**config.mk**
```make
export PLATFORM = sky130hd
export DESIGN_NAME = sphere_distance_volume_generator_core
export DESIGN_NICKNAME = d
export VERILOG_FILES = /design/src/rtl/sdvg_pkg.sv /design/src/rtl/sdvg_regs.sv /design/src/rtl/sdvg_front.sv /design/src/rtl/sdvg_queue.sv /design/src/rtl/sdvg_back.sv /design/src/rtl/sphere_distance_volume_generator_core.sv
export SDC_FILE = /design/constraint.sdc
export NUM_CORES = 2
export LEC_CHECK = 0
export BUFFER_PORTS_ARGS = -buffer_cell sky130_fd_sc_hd__buf_2
export CAP_MARGIN = 20
export CELL_PAD_IN_SITES_DETAIL_PLACEMENT = 1
export CELL_PAD_IN_SITES_GLOBAL_PLACEMENT = 2
export CORE_ASPECT_RATIO = 1.2
export CORE_MARGIN = 3
export CORE_UTILIZATION = 38
export CTS_CLUSTER_DIAMETER = 30
export DETAILED_ROUTE_END_ITERATION = 7
export GPL_TIMING_DRIVEN = 1
export HOLD_SLACK_MARGIN = 0.1
export PLACE_DENSITY = 0.79
export SLEW_MARGIN = 30
export SYNTH_ARGS = -nofsm -noshare
export SYNTH_HDL_FRONTEND = slang
export SYNTH_SLANG_ARGS = --single-unit
export TNS_END_PERCENT = 20
```
**constraint.sdc**
```tcl
create_clock -name i_clk -period 12.4 [get_ports i_clk]
set_clock_uncertainty 0.15 [all_clocks]
set_input_delay 1.24 -clock i_clk [delete_from_list [all_inputs] [get_ports i_clk]]
set_output_delay 1.24 -clock i_clk [all_outputs]
set_load 0.01 [all_outputs]
```
**src/rtl/sdvg_pkg.sv**
```systemverilog
package sdvg_pkg;

    localparam int CFG_ADDR_W = 4;
    localparam int CFG_DATA_W = 32;
    localparam int SIZE_W     = 11;
    localparam int RADIUS_W   = 16;
    localparam int IDX_W      = 30;
    localparam int DIST_W     = 20;
    localparam int RADIUS_FRAC_BITS = 16;

    localparam logic [SIZE_W-1:0]   SIZE_RESET   = 11'd64;
    localparam logic [RADIUS_W-1:0] RADIUS_RESET = 16'd16384;

    localparam int DIST_MAX = 524287;
    localparam int DIST_MIN = -524288;

    typedef enum logic [1:0] {
        REG_SIZE_X = 2'd0,
        REG_SIZE_Y = 2'd1,
        REG_SIZE_Z = 2'd2,
        REG_RADIUS = 2'd3
    } t_reg_idx;

endpackage

```
**src/rtl/sdvg_regs.sv**
```systemverilog
module sdvg_regs #(
    parameter int MAX_DIM = 1024
) (
    input  logic                                i_clk,
    input  logic                                i_rst_n,
    input  logic                                psel,
    input  logic                                penable,
    input  logic                                pwrite,
    input  logic [sdvg_pkg::CFG_ADDR_W-1:0]     paddr,
    input  logic [sdvg_pkg::CFG_DATA_W-1:0]     pwdata,
    output logic [sdvg_pkg::CFG_DATA_W-1:0]     prdata,
    output logic                                pready,
    output logic [$clog2(MAX_DIM):0]            o_eff_x,
    output logic [$clog2(MAX_DIM):0]            o_eff_y,
    output logic [$clog2(MAX_DIM):0]            o_eff_z,
    output logic [sdvg_pkg::RADIUS_W-1:0]       o_radius,
    output logic                                o_scan_clear
);

    localparam int EW = $clog2(MAX_DIM) + 1;

    logic [sdvg_pkg::SIZE_W-1:0]   r_size_x;
    logic [sdvg_pkg::SIZE_W-1:0]   r_size_y;
    logic [sdvg_pkg::SIZE_W-1:0]   r_size_z;
    logic [sdvg_pkg::RADIUS_W-1:0] r_radius;
    logic                          wr_en;
    sdvg_pkg::t_reg_idx            reg_sel;

    function automatic logic [EW-1:0] eff_size(input logic [sdvg_pkg::SIZE_W-1:0] raw);
        logic [EW-1:0] res;
        if (raw == '0) begin
            res = EW'(1);
        end else if (32'(raw) > MAX_DIM) begin
            res = EW'(MAX_DIM);
        end else begin
            res = EW'(raw);
        end
        return res;
    endfunction

    assign pready  = 1'b1;
    assign wr_en   = psel && penable && pwrite;
    assign reg_sel = sdvg_pkg::t_reg_idx'(paddr[3:2]);

    always_ff @(posedge i_clk) begin
        if (!i_rst_n) begin
            r_size_x <= sdvg_pkg::SIZE_RESET;
            r_size_y <= sdvg_pkg::SIZE_RESET;
            r_size_z <= sdvg_pkg::SIZE_RESET;
            r_radius <= sdvg_pkg::RADIUS_RESET;
        end else if (wr_en) begin
            unique case (reg_sel)
                sdvg_pkg::REG_SIZE_X: r_size_x <= pwdata[sdvg_pkg::SIZE_W-1:0];
                sdvg_pkg::REG_SIZE_Y: r_size_y <= pwdata[sdvg_pkg::SIZE_W-1:0];
                sdvg_pkg::REG_SIZE_Z: r_size_z <= pwdata[sdvg_pkg::SIZE_W-1:0];
                sdvg_pkg::REG_RADIUS: r_radius <= pwdata[sdvg_pkg::RADIUS_W-1:0];
                default: ;
            endcase
        end
    end

    always_comb begin
        unique case (reg_sel)
            sdvg_pkg::REG_SIZE_X: prdata = sdvg_pkg::CFG_DATA_W'(r_size_x);
            sdvg_pkg::REG_SIZE_Y: prdata = sdvg_pkg::CFG_DATA_W'(r_size_y);
            sdvg_pkg::REG_SIZE_Z: prdata = sdvg_pkg::CFG_DATA_W'(r_size_z);
            sdvg_pkg::REG_RADIUS: prdata = sdvg_pkg::CFG_DATA_W'(r_radius);
            default:              prdata = '0;
        endcase
    end

    assign o_scan_clear = wr_en && (reg_sel != sdvg_pkg::REG_RADIUS);
    assign o_eff_x  = eff_size(r_size_x);
    assign o_eff_y  = eff_size(r_size_y);
    assign o_eff_z  = eff_size(r_size_z);
    assign o_radius = r_radius;

endmodule

```
**src/rtl/sdvg_front.sv**
```systemverilog
module sdvg_front #(
    parameter int MAX_DIM = 1024
) (
    input  logic                            i_clk,
    input  logic                            i_rst_n,
    input  logic                            i_accept,
    input  logic                            i_restart,
    input  logic                            i_scan_clear,
    input  logic [$clog2(MAX_DIM):0]        i_eff_x,
    input  logic [$clog2(MAX_DIM):0]        i_eff_y,
    input  logic [$clog2(MAX_DIM):0]        i_eff_z,
    output logic [sdvg_pkg::IDX_W-1:0]      o_idx,
    output logic [2*$clog2(MAX_DIM)+1:0]    o_s2,
    output logic                            o_last
);

    localparam int CW = $clog2(MAX_DIM);
    localparam int EW = CW + 1;
    localparam int SW = 2 * CW + 2;

    logic [CW-1:0]             r_x, r_y, r_z;
    logic [sdvg_pkg::IDX_W-1:0] r_idx;
    logic [CW-1:0]             cur_x, cur_y, cur_z;
    logic [CW-1:0]             n_x, n_y, n_z;
    logic [sdvg_pkg::IDX_W-1:0] n_idx;
    logic                      end_x, end_y, end_z;
    logic [CW-1:0]             a_x, a_y, a_z;
    logic [2*CW-1:0]           sq_x, sq_y, sq_z;

    function automatic logic [CW-1:0] abs_off(input logic [CW-1:0] c, input logic [EW-1:0] n);
        logic signed [CW+1:0] d;
        logic signed [CW+1:0] a;
        d = $signed({1'b0, c, 1'b0}) - $signed({1'b0, n - EW'(1)});
        a = d[CW+1] ? -d : d;
        return a[CW-1:0];
    endfunction

    always_comb begin
        cur_x = i_restart ? '0 : r_x;
        cur_y = i_restart ? '0 : r_y;
        cur_z = i_restart ? '0 : r_z;
        o_idx = i_restart ? '0 : r_idx;

        end_x = EW'(cur_x) >= i_eff_x - EW'(1);
        end_y = EW'(cur_y) >= i_eff_y - EW'(1);
        end_z = EW'(cur_z) >= i_eff_z - EW'(1);
        o_last = end_x && end_y && end_z;

        a_x  = abs_off(cur_x, i_eff_x);
        a_y  = abs_off(cur_y, i_eff_y);
        a_z  = abs_off(cur_z, i_eff_z);
        sq_x = (2*CW)'(a_x) * (2*CW)'(a_x);
        sq_y = (2*CW)'(a_y) * (2*CW)'(a_y);
        sq_z = (2*CW)'(a_z) * (2*CW)'(a_z);
        o_s2 = SW'(sq_x) + SW'(sq_y) + SW'(sq_z);

        n_x   = end_x ? '0 : cur_x + CW'(1);
        n_y   = cur_y;
        n_z   = cur_z;
        if (end_x) begin
            n_y = end_y ? '0 : cur_y + CW'(1);
            if (end_y) begin
                n_z = end_z ? '0 : cur_z + CW'(1);
            end
        end
        n_idx = o_last ? '0 : o_idx + sdvg_pkg::IDX_W'(1);
    end

    always_ff @(posedge i_clk) begin
        if (!i_rst_n || i_scan_clear) begin
            r_x   <= '0;
            r_y   <= '0;
            r_z   <= '0;
            r_idx <= '0;
        end else if (i_accept) begin
            r_x   <= n_x;
            r_y   <= n_y;
            r_z   <= n_z;
            r_idx <= n_idx;
        end
    end

endmodule

```
**src/rtl/sdvg_queue.sv**
```systemverilog
module sdvg_queue #(
    parameter int W     = 8,
    parameter int DEPTH = 2
) (
    input  logic         i_clk,
    input  logic         i_rst_n,
    input  logic         i_push,
    input  logic [W-1:0] i_data,
    input  logic         i_pop,
    output logic [W-1:0] o_data,
    output logic         o_full,
    output logic         o_empty
);

    localparam int PW = (DEPTH > 1) ? $clog2(DEPTH) : 1;
    localparam int CNTW = $clog2(DEPTH + 1);

    logic [W-1:0]    r_mem [DEPTH];
    logic [PW-1:0]   r_wp, r_rp;
    logic [CNTW-1:0] r_cnt;

    function automatic logic [PW-1:0] ptr_inc(input logic [PW-1:0] p);
        return (32'(p) == DEPTH - 1) ? '0 : p + PW'(1);
    endfunction

    assign o_full  = (32'(r_cnt) == DEPTH);
    assign o_empty = (r_cnt == '0);
    assign o_data  = r_mem[r_rp];

    always_ff @(posedge i_clk) begin
        if (!i_rst_n) begin
            r_wp  <= '0;
            r_rp  <= '0;
            r_cnt <= '0;
        end else begin
            if (i_push) begin
                r_wp <= ptr_inc(r_wp);
            end
            if (i_pop) begin
                r_rp <= ptr_inc(r_rp);
            end
            if (i_push && !i_pop) begin
                r_cnt <= r_cnt + CNTW'(1);
            end else if (i_pop && !i_push) begin
                r_cnt <= r_cnt - CNTW'(1);
            end
        end
    end

    always_ff @(posedge i_clk) begin
        if (i_push) begin
            r_mem[r_wp] <= i_data;
        end
    end

endmodule

```
**src/rtl/sdvg_back.sv**
```systemverilog
module sdvg_back #(
    parameter int MAX_DIM   = 1024,
    parameter int FRAC_BITS = 8
) (
    input  logic                               i_clk,
    input  logic                               i_rst_n,
    input  logic                               i_q_empty,
    input  logic [sdvg_pkg::IDX_W-1:0]         i_q_idx,
    input  logic [2*$clog2(MAX_DIM)+1:0]       i_q_s2,
    input  logic                               i_q_last,
    output logic                               o_q_pop,
    input  logic [$clog2(MAX_DIM):0]           i_eff_x,
    input  logic [$clog2(MAX_DIM):0]           i_eff_y,
    input  logic [$clog2(MAX_DIM):0]           i_eff_z,
    input  logic [sdvg_pkg::RADIUS_W-1:0]      i_radius,
    output logic                               o_valid,
    input  logic                               i_stall,
    output logic [sdvg_pkg::IDX_W-1:0]         o_voxel_index,
    output logic signed [sdvg_pkg::DIST_W-1:0] o_distance,
    output logic                               o_last_voxel
);

    localparam int CW    = $clog2(MAX_DIM);
    localparam int EW    = CW + 1;
    localparam int SW    = 2 * CW + 2;
    localparam int RW    = SW / 2 + 15;
    localparam int MULW  = sdvg_pkg::RADIUS_W + EW;
    localparam int DW0   = (RW > MULW) ? RW : MULW;
    localparam int DW    = ((DW0 > sdvg_pkg::DIST_W) ? DW0 : sdvg_pkg::DIST_W) + 1;
    localparam int SH    = sdvg_pkg::RADIUS_FRAC_BITS - FRAC_BITS;
    localparam int CNT_W = $clog2(RW);
    localparam logic signed [DW-1:0] QMAX = DW'(sdvg_pkg::DIST_MAX);
    localparam logic signed [DW-1:0] QMIN = DW'(sdvg_pkg::DIST_MIN);
    localparam logic [DW-1:0] RND_HALF = (DW'(1) << SH) - DW'(1);
    localparam logic [DW-1:0] RND_FULL = DW'(1) << SH;

    typedef enum logic [1:0] {S_IDLE, S_ROOT, S_DIFF, S_OUT} t_state;

    t_state                      r_state;
    logic [SW-1:0]               r_rad;
    logic [RW+1:0]               r_rem;
    logic [RW-1:0]               r_root;
    logic [CNT_W-1:0]            r_cnt;
    logic [sdvg_pkg::IDX_W-1:0]  r_idx;
    logic                        r_last;
    logic [MULW-1:0]             r_r16;
    logic signed [DW-1:0]        r_diff;
    logic                        r_exact;

    logic [EW-1:0]               m_xy, m_min;
    logic [RW+3:0]               rem_sh, trial, rem_sub;
    logic                        ge;
    logic signed [DW-1:0]        q_sum, q_sh, q_sat;
    logic                        out_free;

    always_comb begin
        m_xy    = (i_eff_x < i_eff_y) ? i_eff_x : i_eff_y;
        m_min   = (m_xy < i_eff_z) ? m_xy : i_eff_z;
        rem_sh  = {r_rem, r_rad[SW-1:SW-2]};
        trial   = {2'b00, r_root, 2'b01};
        ge      = rem_sh >= trial;
        rem_sub = rem_sh - trial;

        q_sum = r_diff + $signed(r_diff[DW-1] ? (r_exact ? RND_HALF : RND_FULL) : '0);
        q_sh  = q_sum >>> SH;
        if (q_sh > QMAX) begin
            q_sat = QMAX;
        end else if (q_sh < QMIN) begin
            q_sat = QMIN;
        end else begin
            q_sat = q_sh;
        end

        out_free = !o_valid || !i_stall;
        o_q_pop  = (r_state == S_IDLE) && !i_q_empty;
    end

    always_ff @(posedge i_clk) begin
        r_r16 <= MULW'(i_radius) * MULW'(m_min);
    end

    always_ff @(posedge i_clk) begin
        if (!i_rst_n) begin
            r_state <= S_IDLE;
            o_valid <= 1'b0;
        end else begin
            if (r_state != S_OUT && o_valid && !i_stall) begin
                o_valid <= 1'b0;
            end
            unique case (r_state)
                S_IDLE: begin
                    if (!i_q_empty) begin
                        r_rad   <= i_q_s2;
                        r_rem   <= '0;
                        r_root  <= '0;
                        r_cnt   <= CNT_W'(RW - 1);
                        r_idx   <= i_q_idx;
                        r_last  <= i_q_last;
                        r_state <= S_ROOT;
                    end
                end
                S_ROOT: begin
                    r_rem  <= ge ? rem_sub[RW+1:0] : rem_sh[RW+1:0];
                    r_root <= {r_root[RW-2:0], ge};
                    r_rad  <= {r_rad[SW-3:0], 2'b00};
                    r_cnt  <= r_cnt - CNT_W'(1);
                    if (r_cnt == '0) begin
                        r_state <= S_DIFF;
                    end
                end
                S_DIFF: begin
                    r_diff  <= $signed(DW'(r_root)) - $signed(DW'(r_r16));
                    r_exact <= (r_rem == '0);
                    r_state <= S_OUT;
                end
                S_OUT: begin
                    if (out_free) begin
                        o_valid       <= 1'b1;
                        o_voxel_index <= r_idx;
                        o_distance    <= q_sat[sdvg_pkg::DIST_W-1:0];
                        o_last_voxel  <= r_last;
                        r_state       <= S_IDLE;
                    end
                end
                default: r_state <= S_IDLE;
            endcase
        end
    end

endmodule

```
**src/rtl/sphere_distance_volume_generator_core.sv**
```systemverilog
// sphere signed distance volume generator
// input channel: i_valid / o_stall, payload i_restart; each transaction
// produces exactly one voxel, restart returns the scan to voxel 0 first
// output channel: o_valid / i_stall, payload o_voxel_index, o_distance
// (signed, FRAC_BITS fraction bits) and o_last_voxel; the scan wraps after
// the last voxel
// config over the apb-style port: size_x, size_y, size_z, radius_fraction at
// byte addresses 0, 4, 8, 12; a size write also returns the scan to voxel 0
// the front takes a transaction, squares the offsets from the centre and
// queues it (two entries); the back runs a digit-by-digit square root, one
// result bit per cycle, and pops the next voxel only after the last one has
// gone out, so that loop sets the throughput; from the queue a voxel passes
// the idle, root, diff and out states to o_valid
// a result held by i_stall stays stable while the queue keeps filling;
// o_stall rises once the queue is full
// reset (synchronous, active low) loads the default registers, empties the
// queue and starts the scan at voxel 0
module sphere_distance_volume_generator_core #(
    parameter int MAX_DIM   = 1024,
    parameter int FRAC_BITS = 8
) (
    input  logic                               i_clk,
    input  logic                               i_rst_n,
    input  logic                               i_valid,
    output logic                               o_stall,
    input  logic                               i_restart,
    output logic                               o_valid,
    input  logic                               i_stall,
    output logic [sdvg_pkg::IDX_W-1:0]         o_voxel_index,
    output logic signed [sdvg_pkg::DIST_W-1:0] o_distance,
    output logic                               o_last_voxel,
    input  logic                               psel,
    input  logic                               penable,
    input  logic                               pwrite,
    input  logic [sdvg_pkg::CFG_ADDR_W-1:0]    paddr,
    input  logic [sdvg_pkg::CFG_DATA_W-1:0]    pwdata,
    output logic [sdvg_pkg::CFG_DATA_W-1:0]    prdata,
    output logic                               pready
);

    localparam int CW = $clog2(MAX_DIM);
    localparam int EW = CW + 1;
    localparam int SW = 2 * CW + 2;
    localparam int QW = sdvg_pkg::IDX_W + SW + 1;

    logic [EW-1:0]                  eff_x, eff_y, eff_z;
    logic [sdvg_pkg::RADIUS_W-1:0]  radius;
    logic                           scan_clear;
    logic                           accept;
    logic [sdvg_pkg::IDX_W-1:0]     f_idx, q_idx;
    logic [SW-1:0]                  f_s2, q_s2;
    logic                           f_last, q_last;
    logic [QW-1:0]                  q_rd;
    logic                           q_full, q_empty, q_pop;

    assign accept = i_valid && !o_stall;
    assign o_stall = q_full;

    sdvg_regs #(.MAX_DIM(MAX_DIM)) u_regs (
        .i_clk        (i_clk),
        .i_rst_n      (i_rst_n),
        .psel         (psel),
        .penable      (penable),
        .pwrite       (pwrite),
        .paddr        (paddr),
        .pwdata       (pwdata),
        .prdata       (prdata),
        .pready       (pready),
        .o_eff_x      (eff_x),
        .o_eff_y      (eff_y),
        .o_eff_z      (eff_z),
        .o_radius     (radius),
        .o_scan_clear (scan_clear)
    );

    sdvg_front #(.MAX_DIM(MAX_DIM)) u_front (
        .i_clk        (i_clk),
        .i_rst_n      (i_rst_n),
        .i_accept     (accept),
        .i_restart    (i_restart),
        .i_scan_clear (scan_clear),
        .i_eff_x      (eff_x),
        .i_eff_y      (eff_y),
        .i_eff_z      (eff_z),
        .o_idx        (f_idx),
        .o_s2         (f_s2),
        .o_last       (f_last)
    );

    sdvg_queue #(.W(QW), .DEPTH(2)) u_queue (
        .i_clk   (i_clk),
        .i_rst_n (i_rst_n),
        .i_push  (accept),
        .i_data  ({f_idx, f_s2, f_last}),
        .i_pop   (q_pop),
        .o_data  (q_rd),
        .o_full  (q_full),
        .o_empty (q_empty)
    );

    assign {q_idx, q_s2, q_last} = q_rd;

    sdvg_back #(.MAX_DIM(MAX_DIM), .FRAC_BITS(FRAC_BITS)) u_back (
        .i_clk         (i_clk),
        .i_rst_n       (i_rst_n),
        .i_q_empty     (q_empty),
        .i_q_idx       (q_idx),
        .i_q_s2        (q_s2),
        .i_q_last      (q_last),
        .o_q_pop       (q_pop),
        .i_eff_x       (eff_x),
        .i_eff_y       (eff_y),
        .i_eff_z       (eff_z),
        .i_radius      (radius),
        .o_valid       (o_valid),
        .i_stall       (i_stall),
        .o_voxel_index (o_voxel_index),
        .o_distance    (o_distance),
        .o_last_voxel  (o_last_voxel)
    );

endmodule

```
After elaboration in Yosys (flattened, before gate mapping)

Memories as Yosys holds them, arrays and structs flattened. A register that Yosys moved wholly into a read port is not among the register bits.
Index checks and enable logic that the tools add are counted.

Register bits after elaboration: 335
RAM bits: 106
Input bits: 44
Output and inout port bits: 86
Word-level logic and storage cells: 166
Memories: 1

Memory list:

| name          | depth | width | rd ports | clocked after Yosys merged registers in | wr ports | RTL line         | RTL |
|---|---|---|---|---|---|---|---|
| u_queue.r_mem | 2     | 53    | 1        | 1                                       | 1        | sdvg_queue.sv:18 | `logic [W-1:0] r_mem [DEPTH];` |

Add/subtract/negate cells: 23
Multiply operators: 4
Order comparisons: 11
Equality and inequality tests: 12
Muxes and demuxes: 50
Bitwise gates (word level): 1
Reductions and logical operators: 39

Operator list:

| cell                  | number |
|---|---|
| $pmux 32 s4           | 1 |
| $mux 10               | 12 |
| $mux 11               | 8 |
| $mux 28               | 3 |
| $mul 10x10->20        | 3 |
| $mux 30               | 2 |
| $pmux 28 s2           | 1 |
| $pmux 26 s2           | 1 |
| $pmux 22 s2           | 1 |
| $sub 11x11->12        | 3 |
| $ge 10x11->1          | 3 |
| $gt 11x11->1 const B  | 3 |
| $logic_not 11->1      | 3 |
| $sub 11x1->11 const B | 3 |
| $add 10x1->10 const B | 3 |
| $add 30x1->30 const B | 1 |
| $ge 30x28->1          | 1 |
| $neg 10->10           | 3 |
| $add 28x28->28        | 1 |
| $logic_not 28->1      | 1 |
| $sub 26x27->28        | 1 |
| $sub 28x28->28        | 1 |
| $mul 16x11->27        | 1 |
| $mux 26               | 1 |
| 30 further kinds      | 79 |

Logic depth before layout (Yosys ltp)

Word-level depth: 10
Depth in mapped cells: 53
Depth with buffers taken out: 50

By module

Synthesis repeated with hierarchy kept, for this count alone.

Cells, all modules: 3966
Area total of the unflattened synthesis: 39400.3 sq um

Modules (own cells, without submodules):

| module                                | instances | cells an instance | area an instance (sq um) | seq. area each (sq um) |
|---|---|---|---|---|
| sdvg_back                             | 1         | 1626              | 17247.8                  | 6366.1 |
| sdvg_front                            | 1         | 1881              | 15523.6                  | 1201.2 |
| sdvg_queue                            | 1         | 187               | 4060.1                   | 3283.1 |
| sdvg_regs                             | 1         | 271               | 2555.0                   | 980.9 |
| sphere_distance_volume_generator_core | 1         | 1                 | 13.8                     | 0.0 |

Worst setup path before layout

Ideal clock, no wire load.

Path type: input to register
Start: input i_restart
End: memory u_queue.r_mem[0][21] in the netlist's numbering (data pin)
Arrival time: 13.069 ns
Data required time: 11.963 ns
Path slack: -1.106 ns
Stages: 43
Path buffers: 7
Cell sequence: clkbuf_1 > clkbuf_1 > buf_1 > clkbuf_1 > clkbuf_1 > clkbuf_1 > nor2b_1 > ha_1 > a21o_1 > a21oi_1 > o21ai_0 > a211oi_1 > o2bb2ai_1 > o21ai_0 > nor2_1 > xnor2_1 > clkbuf_1 > nor2_1 > [... 7 more ...] > fa_1 > inv_1 > fa_1 > inv_1 > ha_1 > o41ai_1 > xnor2_1 > fa_1 > inv_1 > fa_1 > fa_1 > ha_1 > nor2_1 > a211o_1 > o21ai_0 > nor4_1 > o41ai_1 > o211ai_1

Word-level cells in the longest chain between the ends: 7
Elaborated cells on any way between the ends: 17
Those cells by class: add/sub (8); mul (3); mux (6)

RTL lines:

| what                              | RTL line                                    | RTL |
|---|---|---|
| start, declared                   | sphere_distance_volume_generator_core.sv:26 | `input logic i_restart,` |
| $mux 10 (on tied branches)        | sdvg_front.sv:39, sdvg_front.sv:40          |  |
| $sub 11x11->12                    | sdvg_front.sv:33                            | `d = $signed({1'b0, c, 1'b0}) - $signed({1'b0, n - EW'(1)});` |
| $neg 10->10                       | sdvg_front.sv:34                            | `a = d[CW+1] ? -d : d;` |
| $mux 10                           | sdvg_front.sv:34                            |  |
| $mul 10x10->20 (on tied branches) | sdvg_front.sv:52, sdvg_front.sv:53          |  |
| $add 20x20->21                    | sdvg_front.sv:55                            | `o_s2 = SW'(sq_x) + SW'(sq_y) + SW'(sq_z);` |
| $add 22x20->22 (*)                | sdvg_front.sv:55                            |  |
| net f_s2[20]                      | sphere_distance_volume_generator_core.sv:51 | `logic [SW-1:0] f_s2, q_s2;` |
| end, declared                     | sdvg_queue.sv:18                            |  |

Mark *: on every way through the listed nets, which the timed path passes. The rest lies on a longest branch.

Worst setup path in the final report

Start: register u_regs.r_size_y[6] in the netlist's numbering
End: memory u_queue.r_mem[1][22] in the netlist's numbering (data pin)

Word-level cells in the longest chain between the ends: 10
Elaborated cells on any way between the ends: 11
Those cells by class: add/sub (5); mul (1); order compare (1); mux (3); reduce/logical (1)

RTL lines:

| what                   | RTL line                                    | RTL |
|---|---|---|
| start, declared        | sdvg_regs.sv:23                             | `logic [sdvg_pkg::SIZE_W-1:0] r_size_y;` |
| start signal, assigned | sdvg_regs.sv:48                             | `r_size_y <= sdvg_pkg::SIZE_RESET;` |
| start signal, assigned | sdvg_regs.sv:54                             | `sdvg_pkg::REG_SIZE_Y: r_size_y <= pwdata[sdvg_pkg::SIZE_W-1:0];` |
| $gt 11x11->1           | sdvg_regs.sv:33                             | `end else if (32'(raw) > MAX_DIM) begin` |
| $mux 11                | sdvg_regs.sv:33                             |  |
| $mux 11 (*)            | sdvg_regs.sv:31                             | `if (raw == '0) begin` |
| $sub 11x1->11 (*)      | sdvg_front.sv:33                            |  |
| $sub 11x11->12 (*)     | sdvg_front.sv:33                            |  |
| $neg 10->10            | sdvg_front.sv:34                            |  |
| $mux 10 (*)            | sdvg_front.sv:34                            |  |
| $mul 10x10->20 (*)     | sdvg_front.sv:53                            | `sq_y = (2*CW)'(a_y) * (2*CW)'(a_y);` |
| $add 20x20->21 (*)     | sdvg_front.sv:55                            |  |
| $add 22x20->22 (*)     | sdvg_front.sv:55                            |  |
| net f_s2[21]           | sphere_distance_volume_generator_core.sv:51 |  |

Marks and branches as above.

==> run_results.csv <==
group,metric,value,unit
run,drv_cap,0,
drt,vias_per_cell,5.14,
grt,grt_max_degree,54,
die,row_count,128,
drt,ant_nets,0,
clock_tree,cts_tree,"yes",
die,die_y,357,um
worst_setup_path,cp-startpoint,"u_regs.r_size_y[6]",
synthesis,synthArstFlopShare,0,%
clock_tree,clock-sinks,442,
clock_tree,cts.clk_slew.worst_paths,50,ps
cells_and_area,multi_input_area,0.0252,mm2
worst_setup_path,crit_path_frequent_cell,"fa_1",
place,port_buffers,94,
clock_tree,cts_buffers,108,
die,die_area,0.106,mm2
die,io_pins,130,
status,status,"complete, no violations",
place,gp_congestion,0.862,
worst_hold_path,hold_path_depth,0,
worst_hold_path,holdCritStartpoint,"u_back.r_idx[18]",
worst_setup_path,r2r-start,"u_regs.r_size_y[6]",
synthesis,synthTopCellsByArea,"edfxtp_1 23%, fa_1 17%, ha_1 11%",
drt,firstDrtPassIters,5,
place,dp_hpwl,87400,um
drt,routed_wirelength,113000,um
worst_setup_path,cp_max_fo,5,
cells_and_area,design_area,0.0472,mm2
drt,remaining_drc_errors,0,
synthesis,postSynthAreaPerCell,9.59,um2
synthesis,synth_edf_count,298,
clock_tree,cts_hold_buf,0,
grt,grt.total_usage,21.3,%
grt,grt_antenna_before_repair,9,
worst_setup_path,worstSetupEndpointType,"flip-flop",
sta,final-setup-viol-count,0,
worst_setup_path,cp_data_required_time,12630,ps
worst_setup_path,cp_data_arrival_time,12320,ps
cells_and_area,fin_nets,5124,
synthesis,synth_area_leader_cell,"edfxtp_1",
drt,wire_per_inst,19.2,um
synthesis,synth_top_cell_area_share,23.0,%
clock_tree,htreeDepth,3,
clock_tree,cts.path.max_buffers,3,
clock_tree,clkLatencyLatePin,680,ps
sta,timing.final.crit_share,97.4,%
grt,grt_pass1_vias,33100,
synthesis,syn_area,0.0389,mm2
die,core_area,0.102,mm2
synthesis,ys_types,102,
worst_setup_path,critPathLaunchType,"flip-flop",
sta,tns,0,ps
worst_setup_path,ff2ff_path_depth,47,
drt,drtIter0Drc,1207,
drt,vias,30200,
worst_setup_path,cpMaxStageDelayCell,"fa_1",
sta,slew_headroom,39.6,%
synthesis,yosys_most_used_dff,"edfxtp_1",
sta,final-hold-violation-count,0,
cells_and_area,fillers,11500,
synthesis,yosysSeqAreaShare,30.4,%
worst_setup_path,crit_type,"flip-flop to flip-flop",
sta,clock.fmax,82.8,MHz
synthesis,syn_inst,4061,
synthesis,ys_warn_count,0,
clock_tree,root_buffer,"clkbuf_16",
worst_hold_path,hold_class,"flip-flop to flip-flop",
worst_setup_path,max_stage_delay,610,ps
synthesis,ys_seq_elements,442,
cells_and_area,areaGrowthSynthToFinish,21.3,%
sta,max_slew.worst_pin.slew,883,ps
place,placed_cell_area,0.0427,mm2
grt,grt-ovfl-total,0,
worst_setup_path,r2r_slack,320,ps
cells_and_area,drive_gt1_share,17.9,%
die,die_w,298,um
sta,drv_slew,0,
grt,grt_pass1_wl,181000,um
cells_and_area,regArea,0.0118,mm2
sta,whs,264,ps
sta,period_minus_slack,12080,ps
die,start_util,38.4,%
[cell usage after synthesis, types with 9 or more instances]
cell type,count
fa_1,323
nand3_1,77
mux2i_1,68
nand2b_1,51
a31o_2,13
or3_1,32
mux2_2,49
edfxtp_1,298
a22oi_1,16
nand4_1,23
nor2_1,366
or4_1,15
ha_1,348
xnor2_1,156
a21oi_1,174
xor2_1,62
inv_1,524
nand2_1,373
a31oi_1,19
o21a_1,33
clkbuf_1,127
nor2b_1,103
a21o_1,41
nor4_1,29
a211oi_1,25
or2_2,31
and2_1,90
nor3_1,66
dfxtp_1,144
o31ai_1,20
buf_4,18
and3_1,30
o21ai_0,129
o21bai_1,9
mux4_2,10
o211ai_1,11
[flip-flops by register name (all words and copies together), names as in the netlist, 20 cells and up, named ones only]
register              flops
u_back.r_root            26
u_back.r_rem             28
u_front.r_idx            30
u_back.r_r16             27
u_back.o_distance        20
u_queue.r_mem           106
u_back.r_rad             22
u_back.r_diff            28
u_back.o_voxel_index     30
u_back.r_idx             30
[worst max-delay path: cells and delay by family (launching register included)]
family	cells	cell delay [ps]
fa+ha+maj	14	5700
buf+inv	9	700
simple gates	10	1980
compound gates	10	2210
xor+xnor	4	720
flops	1	330
[layout by cell type (no fill, tap or decap), types with 19 or more instances in the layout]
master / synthesis / layout
mux2i_1: 68 / 68
xnor2_1: 156 / 148
ha_1: 348 / 341
or2_2: 31 / 30
a211oi_1: 25 / 22
inv_1: 524 / 519
nor3_1: 66 / 62
nor2b_1: 103 / 102
nand3_1: 77 / 76
dfxtp_1: 144 / 136
nand2_1: 373 / 365
or3_1: 32 / 31
edfxtp_1: 298 / 298
o21ai_0: 129 / 120
mux2_2: 49 / 49
buf_4: 18 / 288
nor4_1: 29 / 24
xor2_1: 62 / 55
nor2_1: 366 / 354
a21o_1: 41 / 41
clkbuf_16: 0 / 109
and3_1: 30 / 28
nand2b_1: 51 / 48
o21a_1: 33 / 33
bufinv_16: 0 / 19
buf_2: 6 / 94
a21oi_1: 174 / 167
nand4_1: 23 / 23
and2_1: 90 / 88
fa_1: 323 / 319
[metal layers]
metal,routed length [um],GRT usage [%]
met4,3200,6.42
met5,7,0
met1,46300,25.4
met2,59200,39.9
met3,4080,2.79
[per-stage QoR]
stage	std cells	setup WS (ps)	utilization (%)
after global routing	5870	-78.7	46.5
final	5876	317	46.5
after global placement	5647	-264	42.0
after floorplan	4077	5.75	-
after CTS	5859	13.0	46.0
after detailed placement	5648	-365	42.0
[layout make-up]
type | count | area share (%)
clock buffer | 128 | 5.95
timing repair buffer | 386 | 5.70
antenna | 6 | 0.0318
tap | 1365 | 3.61
inverter | 528 | 4.20
multi-input combinational | 2943 | 53.3
sequential | 442 | 25.1
clock inverter | 78 | 2.18
[final timing paths]
check                                           endpoint
worst min-delay path            u_back.o_voxel_index[18]
worst max-delay path                u_queue.r_mem[1][22]
worst max register to register      u_queue.r_mem[1][22]
worst min register to register  u_back.o_voxel_index[18]
[logic make-up (layout without fill, tap and decap cells)]
kind of cell	count (synthesis)	in the layout	share of synthesized area [%]
compound gates	584	584	9.76
xor+xnor	218	218	4.90
fa+ha+maj	672	672	27.8
buf+inv	692	1120	6.99
flops	442	442	30.4
mux	129	129	3.84
other cells	2	24	0.0193
simple gates	1322	1322	16.3
[timing repair]
action / CTS / global route
resized for setup: 27 / 102
setup buffers: 6 / 11
endpoints found under the setup margin: 12 / 18
pin swaps: 18 / 57
Power is not shown: default switching activity piles up to over one toggle a cycle in this logic, so the estimate is an artifact.
